**src/hw/rtl/drt_pkg.sv**
```systemverilog
`timescale 1ns / 1ps

package drt_pkg;

  // Default sizing
  localparam int FIELD_MAX_DEF = 64;
  localparam int LINE_MAX_DEF  = 65536;

  // Configuration port
  localparam int CFG_INDEX_W = 2;
  localparam int CFG_DATA_W  = 32;

  localparam logic [CFG_INDEX_W-1:0] REG_DELIMITER       = 2'd0;
  localparam logic [CFG_INDEX_W-1:0] REG_EXPECTED_FIELDS = 2'd1;
  localparam logic [CFG_INDEX_W-1:0] REG_BAD_ROW_LIMIT   = 2'd2;

  localparam logic [7:0] DELIMITER_RESET = 8'd44;

  // Special bytes
  localparam logic [7:0] CHAR_NL  = 8'h0A;
  localparam logic [7:0] CHAR_NUL = 8'h00;

  // Line status codes
  localparam logic [2:0] ST_WITHIN    = 3'd0;
  localparam logic [2:0] ST_ACCEPTED  = 3'd1;
  localparam logic [2:0] ST_DROP_FEW  = 3'd2;
  localparam logic [2:0] ST_DROP_MANY = 3'd3;
  localparam logic [2:0] ST_ABORTED   = 3'd4;

  typedef struct packed {
    logic [7:0] data_byte;
    logic       end_of_input;
  } text_req_t;

  typedef struct packed {
    logic [5:0]  field_index;
    logic [15:0] field_start;
    logic [15:0] field_length;
    logic [31:0] line_number;
    logic        has_field;
    logic        end_of_line;
    logic [2:0]  line_status;
    logic        index_saturated;
  } record_req_t;

  // Record produced by the tokenizer core for the output stage
  typedef struct packed {
    logic        valid;
    record_req_t rec;
  } core_result_t;

endpackage

```
**src/hw/rtl/drt_if.sv**
```systemverilog
`timescale 1ns / 1ps

interface drt_text_if;
  import drt_pkg::*;
  logic      valid;
  logic      ready;
  text_req_t payload;

  modport source (output valid, output payload, input ready);
  modport sink   (input valid, input payload, output ready);
endinterface

interface drt_record_if;
  import drt_pkg::*;
  logic        valid;
  logic        ready;
  record_req_t payload;

  modport source (output valid, output payload, input ready);
  modport sink   (input valid, input payload, output ready);
endinterface

```
**src/hw/rtl/drt_core.sv**
```systemverilog
`timescale 1ns / 1ps

module drt_core import drt_pkg::*; #(
  parameter int FIELD_MAX = FIELD_MAX_DEF,
  parameter int LINE_MAX  = LINE_MAX_DEF
) (
  input  logic                   clk,
  input  logic                   rst,
  input  logic                   accept,
  input  text_req_t              req,
  input  logic                   cfg_we,
  input  logic [CFG_INDEX_W-1:0] cfg_index,
  input  logic [CFG_DATA_W-1:0]  cfg_wdata,
  output core_result_t           result
);

  localparam int FW = $clog2(FIELD_MAX + 1);
  localparam int LW = $clog2(LINE_MAX);
  localparam logic [LW-1:0] LINE_LAST = LW'(LINE_MAX - 1);

  // Configuration registers
  logic [7:0]  delimiter;
  logic [6:0]  expected_fields;
  logic [31:0] bad_row_limit;

  // Tokenizer state
  logic [31:0]   current_line, current_line_next;
  logic [FW-1:0] fields_seen, fields_seen_next;
  logic [LW-1:0] line_position, line_position_next;
  logic [LW-1:0] current_field_start, current_field_start_next;
  logic          skipping_bad_row, skipping_bad_row_next;
  logic [31:0]   bad_rows_counted, bad_rows_counted_next;
  logic          halted, halted_next;

  logic [7:0]    exp8, fs8;
  logic          strict;
  logic [LW-1:0] pos_adv;
  logic [31:0]   bad_inc;
  logic          abort;
  logic [5:0]    idx;
  logic          idx_sat;
  logic [LW-1:0] len;
  record_req_t   field_rec, status_rec;

  always_ff @(posedge clk) begin
    if (rst) begin
      delimiter       <= DELIMITER_RESET;
      expected_fields <= '0;
      bad_row_limit   <= '0;
    end else if (cfg_we) begin
      case (cfg_index)
        REG_DELIMITER:       delimiter       <= cfg_wdata[7:0];
        REG_EXPECTED_FIELDS: expected_fields <= cfg_wdata[6:0];
        REG_BAD_ROW_LIMIT:   bad_row_limit   <= cfg_wdata;
        default: ;
      endcase
    end
  end

  always_comb begin
    exp8    = (expected_fields > 7'(FIELD_MAX)) ? 8'(FIELD_MAX) : 8'(expected_fields);
    strict  = (exp8 != 8'd0);
    fs8     = 8'(fields_seen);
    pos_adv = (line_position < LINE_LAST) ? LW'(line_position + 1'b1) : line_position;
    bad_inc = (bad_rows_counted == 32'hFFFF_FFFF) ? bad_rows_counted
                                                 : bad_rows_counted + 32'd1;
    abort   = (bad_inc > bad_row_limit);
    idx     = (fs8 < 8'(FIELD_MAX - 1)) ? fs8[5:0] : 6'(FIELD_MAX - 1);
    idx_sat = (fs8 >= 8'(FIELD_MAX));
    len     = LW'(line_position - current_field_start);

    field_rec                 = '0;
    field_rec.field_index     = idx;
    field_rec.field_start     = 16'(current_field_start);
    field_rec.field_length    = 16'(len);
    field_rec.line_number     = current_line;
    field_rec.has_field       = 1'b1;
    field_rec.index_saturated = idx_sat;

    status_rec             = '0;
    status_rec.line_number = current_line;
    status_rec.end_of_line = 1'b1;
  end

  always_comb begin
    current_line_next        = current_line;
    fields_seen_next         = fields_seen;
    line_position_next       = line_position;
    current_field_start_next = current_field_start;
    skipping_bad_row_next    = skipping_bad_row;
    bad_rows_counted_next    = bad_rows_counted;
    halted_next              = halted;
    result                   = '0;

    if (accept && !halted) begin
      if (req.end_of_input) begin
        halted_next = 1'b1;
      end else if (req.data_byte == CHAR_NUL) begin
        // dropped
      end else if (req.data_byte == CHAR_NL) begin
        result.valid = 1'b1;
        if (skipping_bad_row) begin
          result.rec             = status_rec;
          result.rec.line_status = ST_DROP_MANY;
        end else if (strict && (fs8 >= exp8 || fs8 + 8'd1 < exp8)) begin
          bad_rows_counted_next = bad_inc;
          result.rec            = status_rec;
          if (abort) begin
            halted_next            = 1'b1;
            result.rec.line_status = ST_ABORTED;
          end else begin
            result.rec.line_status = (fs8 >= exp8) ? ST_DROP_MANY : ST_DROP_FEW;
          end
        end else begin
          result.rec             = field_rec;
          result.rec.end_of_line = 1'b1;
          result.rec.line_status = ST_ACCEPTED;
        end
        // start the next line unless aborted
        if (!halted_next) begin
          current_line_next        = current_line + 32'd1;
          fields_seen_next         = '0;
          line_position_next       = '0;
          current_field_start_next = '0;
          skipping_bad_row_next    = 1'b0;
        end
      end else if (req.data_byte == delimiter) begin
        line_position_next = pos_adv;
        if (skipping_bad_row) begin
          // rest of a surplus line is ignored
        end else if (strict && fs8 >= exp8) begin
          bad_rows_counted_next = bad_inc;
          if (abort) begin
            halted_next            = 1'b1;
            result.valid           = 1'b1;
            result.rec             = status_rec;
            result.rec.line_status = ST_ABORTED;
          end else begin
            skipping_bad_row_next = 1'b1;
          end
        end else begin
          result.valid = 1'b1;
          result.rec   = field_rec;
          if (fs8 < 8'(FIELD_MAX)) fields_seen_next = FW'(fields_seen + 1'b1);
          current_field_start_next = pos_adv;
        end
      end else begin
        line_position_next = pos_adv;
      end
    end
  end

  always_ff @(posedge clk) begin
    if (rst) begin
      current_line        <= '0;
      fields_seen         <= '0;
      line_position       <= '0;
      current_field_start <= '0;
      skipping_bad_row    <= 1'b0;
      bad_rows_counted    <= '0;
      halted              <= 1'b0;
    end else begin
      current_line        <= current_line_next;
      fields_seen         <= fields_seen_next;
      line_position       <= line_position_next;
      current_field_start <= current_field_start_next;
      skipping_bad_row    <= skipping_bad_row_next;
      bad_rows_counted    <= bad_rows_counted_next;
      halted              <= halted_next;
    end
  end

endmodule

```
**src/hw/rtl/drt_out_stage.sv**
```systemverilog
`timescale 1ns / 1ps

module drt_out_stage import drt_pkg::*; (
  input  logic         clk,
  input  logic         rst,
  input  core_result_t result,
  output logic         ready_up,
  output logic         valid,
  input  logic         ready,
  output record_req_t  payload
);

  // Holds one record; refills in the cycle it drains
  assign ready_up = !valid || ready;

  always_ff @(posedge clk) begin
    if (rst) begin
      valid <= 1'b0;
    end else if (ready_up) begin
      valid <= result.valid;
    end
  end

  always_ff @(posedge clk) begin
    if (ready_up && result.valid) begin
      payload <= result.rec;
    end
  end

endmodule

```
**src/hw/rtl/delimited_record_tokenizer_unit.sv**
```systemverilog
`timescale 1ns / 1ps

// Delimited record tokenizer.
// text   : byte request channel (data_byte, end_of_input), valid/ready.
// record : one record per field end or per line status, valid/ready.
// cfg_*  : write-only register port; index 0 delimiter, 1 expected_fields,
//          2 bad_row_limit. Write only while the block is idle.
// Throughput: one byte per cycle unless the record side stalls. Each byte is
// classified and the line counters updated in the cycle it is accepted; the
// record it causes sits in the output register on the next cycle.
// Stall: text.ready = !record.valid || record.ready, so a byte is taken in the
// same cycle a waiting record leaves; while a record waits unread, input
// is held off.
// Reset (rst, synchronous): counters and line state cleared, registers back
// to delimiter 44, lenient mode, limit 0; no record pending.
// After end_of_input or an abort record the block swallows every further
// byte without output until reset.
module delimited_record_tokenizer_unit import drt_pkg::*; #(
  parameter int FIELD_MAX = FIELD_MAX_DEF,
  parameter int LINE_MAX  = LINE_MAX_DEF
) (
  input  logic                   clk,
  input  logic                   rst,
  drt_text_if.sink               text,
  drt_record_if.source           record,
  input  logic                   cfg_we,
  input  logic [CFG_INDEX_W-1:0] cfg_index,
  input  logic [CFG_DATA_W-1:0]  cfg_wdata
);

  core_result_t result;
  logic         ready_up;
  logic         accept;

  // byte request taken this cycle
  assign text.ready = ready_up;
  assign accept     = text.valid && ready_up;

  drt_core #(
    .FIELD_MAX (FIELD_MAX),
    .LINE_MAX  (LINE_MAX)
  ) u_core (
    .clk       (clk),
    .rst       (rst),
    .accept    (accept),
    .req       (text.payload),
    .cfg_we    (cfg_we),
    .cfg_index (cfg_index),
    .cfg_wdata (cfg_wdata),
    .result    (result)
  );

  // single record register between core and receiver
  drt_out_stage u_out (
    .clk      (clk),
    .rst      (rst),
    .result   (result),
    .ready_up (ready_up),
    .valid    (record.valid),
    .ready    (record.ready),
    .payload  (record.payload)
  );

endmodule

```
**src/flat_wrapper.sv**
```systemverilog
// flat-port wrapper written by rule: the top's interface ports become plain ports
module delimited_record_tokenizer_unit_flat import drt_pkg::*;
#(
  parameter int FIELD_MAX = FIELD_MAX_DEF,
  parameter int LINE_MAX  = LINE_MAX_DEF
)
  (clk, rst, cfg_we, cfg_index, cfg_wdata, text_valid, text_payload, text_ready, record_valid, record_payload, record_ready);
  drt_text_if text_i ();
  drt_record_if record_i ();
  input  logic clk;
  input  logic rst;
  input  logic cfg_we;
  input  logic [CFG_INDEX_W-1:0] cfg_index;
  input  logic [CFG_DATA_W-1:0] cfg_wdata;
  input wire logic [$bits(text_i.valid)-1:0] text_valid;
  input wire logic [$bits(text_i.payload)-1:0] text_payload;
  output wire logic [$bits(text_i.ready)-1:0] text_ready;
  output wire logic [$bits(record_i.valid)-1:0] record_valid;
  output wire logic [$bits(record_i.payload)-1:0] record_payload;
  input wire logic [$bits(record_i.ready)-1:0] record_ready;
  assign text_i.valid = text_valid;
  assign text_i.payload = text_payload;
  assign text_ready = text_i.ready;
  assign record_valid = record_i.valid;
  assign record_payload = record_i.payload;
  assign record_i.ready = record_ready;
  delimited_record_tokenizer_unit #(.FIELD_MAX(FIELD_MAX), .LINE_MAX(LINE_MAX)) u_core (.clk(clk), .rst(rst), .text(text_i), .record(record_i), .cfg_we(cfg_we), .cfg_index(cfg_index), .cfg_wdata(cfg_wdata));
endmodule
```
**config.mk**
```make
export PLATFORM = sky130hd
export DESIGN_NAME = delimited_record_tokenizer_unit_flat
export DESIGN_NICKNAME = d
export VERILOG_FILES = /design/src/hw/rtl/drt_pkg.sv /design/src/hw/rtl/drt_if.sv /design/src/hw/rtl/drt_core.sv /design/src/hw/rtl/drt_out_stage.sv /design/src/hw/rtl/delimited_record_tokenizer_unit.sv /design/src/flat_wrapper.sv
export SDC_FILE = /design/constraint.sdc
export NUM_CORES = 1
export LEC_CHECK = 0
export CAP_MARGIN = 20
export CORE_ASPECT_RATIO = 0.5
export CORE_MARGIN = 4
export CORE_UTILIZATION = 27
export DETAILED_ROUTE_END_ITERATION = 10
export DONT_BUFFER_PORTS = 1
export PLACE_DENSITY_LB_ADDON = 0.25
export SLEW_MARGIN = 20
export SYNTH_ARGS = -nofsm -noshare
export SYNTH_HDL_FRONTEND = slang
export SYNTH_SLANG_ARGS = --single-unit
```
**constraint.sdc**
```tcl
create_clock -name clk -period 18.6 [get_ports clk]
set_input_delay 0.93 -clock clk [delete_from_list [all_inputs] [get_ports clk]]
set_output_delay 0.93 -clock clk [all_outputs]
set_load 0.005 [all_outputs]
```
==> metrics.txt <==
status=finished, final reports clean; global-route wire length before repair=50.9 mm; Clk pwr share=47.6%; final hold violations=0; Internal=0.000838 W; count leader, synth=dfxtp_1; Synth cell types=76; period utilisation layout=33.7%; layout cells sized above 1=8.90%; R2R Path Start=u_core.u_core.bad_rows_counted[0]$_SDFFE_PP0P_; pin count of the biggest net entering global routing=194; synthesized flop and latch total=229; routed vias/inst=4.71; residual DRC count=0; peak supply drop=0.0000555 V; routed wire length=31.9 mm; leakage power=5.14 nW; worst r2r dst=u_core.u_out.payload[29]$_SDFFCE_PP0P_; Final HPWL DP=21.9 mm; Sw Ratio=23.4%; WHS Path Cells=2; asr flop ratio synth=0%; crit path launch=u_core.u_core.bad_rows_counted[0]$_SDFFE_PP0P_; initial antenna violation count=0; leading area contributor after synthesis=dfxtp_1; port bufs=0; crit end category=register; drt pass-1 iters=4; TNS Setup=0 ps; Worst Clk Skew=21.1 ps; nets@finish=1,467; sink count of the clock tree=229; Slew HR=31.3%; list of most frequent post-synthesis cells=153 x dfxtp_1, 132 x nor2_1, 117 x nand2_1; slowest CP cell=nor4b_4; Setup-failing EPs final=0; Setup CP Type=reg2reg; switching power=0.000256 W; die outline height=161 um; total track usage=12.2%; unrepaired setup endpoints after global routing=false; post-cts resize count=0; cells on worst reg2reg path=17; CTS tree=built; slowest stage delay, CP=890 ps; Max FO, Critical Path=74; Seq/Total Area, Yosys=42.1%; Min Hold Slack=453 ps; area grow syn2layout=11.7%; Setup crit start kind=register; fin cells=1,998; Clock Latency Late Sink=560 ps; min-delay worst type=reg2reg; Rows=55; Synth Net Count=1,503; Synth Flop Type=dfxtp_1; Comb power frac=4.8%; Wirelength per Cell=16.0 um; area of the die=0.0508 mm^2; Tmin final=6270 ps; worst-path cell chain=ha_1 -> inv_1 -> nor4_1 -> nor4b_4 -> nor4_1 -> xor2_1 -> ha_1 -> a21oi_1 -> o21a_1 -> o211ai_1 -> a2111oi_0 -> o2bb2ai_4 -> buf_4 -> o21ai_1 -> inv_4 -> buf_4 -> and2_1; max-cap check violation count=0; R2R Setup Slk=12,330 ps; CTS max path bufs=3; DP Cell Count=1,951; Slew Limit Fails=0; fill count=4,839; total gr overflow=0; synth top area cells=dfxtp_1 24%, edfxtp_1 18%, ha_1 6.5%; Clock Tree Root=clkbuf_16; FMAX=159 MHz; Die Width=315 um; H-tree Lvls=1; mapped cell area=0.0127 mm^2; Ys Warns=0; dpl ws=12,170 ps; hold buffers post-CTS=0; Clock Pin Slew Worst Setup and Hold Paths=60 ps; Post-Synthesis Cells=1,388; postcts setup bufs=0; Vias=9,410; DP Area=0.0133 mm^2; Critical Path AT=6580 ps; I/O pin count=126; number of buffers created by CTS=25; share of the synthesized area in the top cell type=24.1%; CORE AREA=0.0458 mm^2; Initial Utilization=27.7%; Detail Route Antenna Nets=0; Flop pwr share=47.5%; CP endpoint=u_core.u_out.payload[29]$_SDFFCE_PP0P_; DRT iter0 DRCs=568; CP Data Required Time=18,910 ps; EDFF count, synth=76; Antenna Cells=0; PwrDens=77.1 mW/mm^2; vias in the first global route=9,062; final worst setup slack=12,330 ps; Design Area, Final=0.0142 mm^2; GP Congestion=0.811; Mean Syn Cell Area=9.15 um^2; Worst Tran Pin Value=1030 ps
## worst min-delay path by stage
stage | slack, ps | startpoint | endpoint
2_1_floorplan | 440 | u_core.u_core.bad_row_limit[10]$_SDFFE_PP0P_ | u_core.u_core.bad_row_limit[10]$_SDFFE_PP0P_
3_3_place_gp | 450 | u_core.u_core.bad_row_limit[23]$_SDFFE_PP0P_ | u_core.u_core.bad_row_limit[23]$_SDFFE_PP0P_
3_5_place_dp | 450 | u_core.u_core.bad_row_limit[26]$_SDFFE_PP0P_ | u_core.u_core.bad_row_limit[26]$_SDFFE_PP0P_
4_1_cts | 430 | rst | u_core.u_core.line_position[7]$_SDFFE_PP0P_
5_1_grt | 470 | u_core.u_core.bad_row_limit[26]$_SDFFE_PP0P_ | u_core.u_core.bad_row_limit[26]$_SDFFE_PP0P_
6_report | 450 | u_core.u_core.bad_row_limit[29]$_SDFFE_PP0P_ | u_core.u_core.bad_row_limit[29]$_SDFFE_PP0P_
## area by class of cell
type	count	area, um^2	share of cell area [%]
Sequential cell	229	5350	37.7
Clock inverter	13	165	1.16
Multi-Input combinational cell	1012	6820	48.1
Timing Repair Buffer	13	118	0.829
Tap cell	627	785	5.53
Inverter	71	269	1.90
Clock buffer	33	686	4.83
## power by group through the flow
stage | Clock, W | Combinational, W | Sequential (W)
after floorplan | 0 | 0.0000445 | 0.000530
after global placement | 0 | 0.0000525 | 0.000531
after detailed placement | 0 | 0.0000531 | 0.000531
after CTS | 0.000540 | 0.0000531 | 0.000520
after global routing | 0.000562 | 0.0000587 | 0.000520
final | 0.000521 | 0.0000526 | 0.000520
## metrics by stage
stage	total power, W	util (%)
5_1_grt	0.00114	31.0
3_3_place_gp	0.000583	29.0
6_report	0.00109	31.0
3_5_place_dp	0.000584	29.0
2_1_floorplan	0.000575	-
4_1_cts	0.00111	30.9
## placed cells by master (no fill, tap or decap), types with 10 or more instances in the layout
cell type / instances
a211oi_1: 11
a21o_1: 15
a21oi_1: 105
and2_1: 43
and3_1: 23
and4_1: 15
buf_4: 12
clkbuf_16: 25
dfxtp_1: 153
edfxtp_1: 76
ha_1: 66
inv_1: 70
mux2_2: 32
mux2i_1: 16
nand2_1: 117
nand2b_1: 18
nand3_1: 40
nand4_1: 29
nor2_1: 131
nor2b_1: 43
nor3_1: 31
o211ai_1: 10
o21a_1: 16
o21ai_0: 22
o21ba_2: 10
o31ai_1: 14
o32ai_1: 14
or3_1: 11
xnor2_1: 35
xor2_1: 42
## metal layers
| metal | share of wire, % | wire length, um | vias to the layer above | global-route usage (%) |
|---|---|---|---|---|
| met5 | 0 | 0 | - | 0 |
| li1 | - | - | 4876 | - |
| met3 | 2.5 | 795 | 35 | 2.01 |
| met4 | 1.7 | 545 | 0 | 2.60 |
| met1 | 49 | 15500 | 4405 | 16.3 |
| met2 | 47 | 15000 | 94 | 20.8 |
## worst max-delay path, delay by kind of cell, from the launching register on
| kind | cells | cell delay (ps) |
|---|---|---|
| simple gates | 4 | 1920 |
| compound gates | 6 | 1750 |
| buf+inv | 4 | 1120 |
| fa+ha+maj | 2 | 500 |
| flops | 1 | 410 |
| xor+xnor | 1 | 270 |
## sequential cells by signal, summed over array words and instances, names as in the netlist
register,count
u_core.u_core.line_position,16
u_core.u_core.bad_rows_counted,32
u_core.u_core.current_line,32
u_core.u_core.bad_row_limit,32
u_core.u_core.expected_fields,7
u_core.u_core.skipping_bad_row,1
u_core.u_out.valid,1
u_core.u_core.halted,1
u_core.u_core.current_field_start,16
u_core.u_core.fields_seen,7
u_core.u_out.payload,76
u_core.u_core.delimiter,8
## cells by family after synthesis
group,synth area share [%]
compound gates,14.5
xor+xnor,5.31
fa+ha+maj,6.66
buf+inv,4.54
flops,42.1
mux,4.28
simple gates,22.7
No activity file was read; power rests on OpenSTA's default activity.
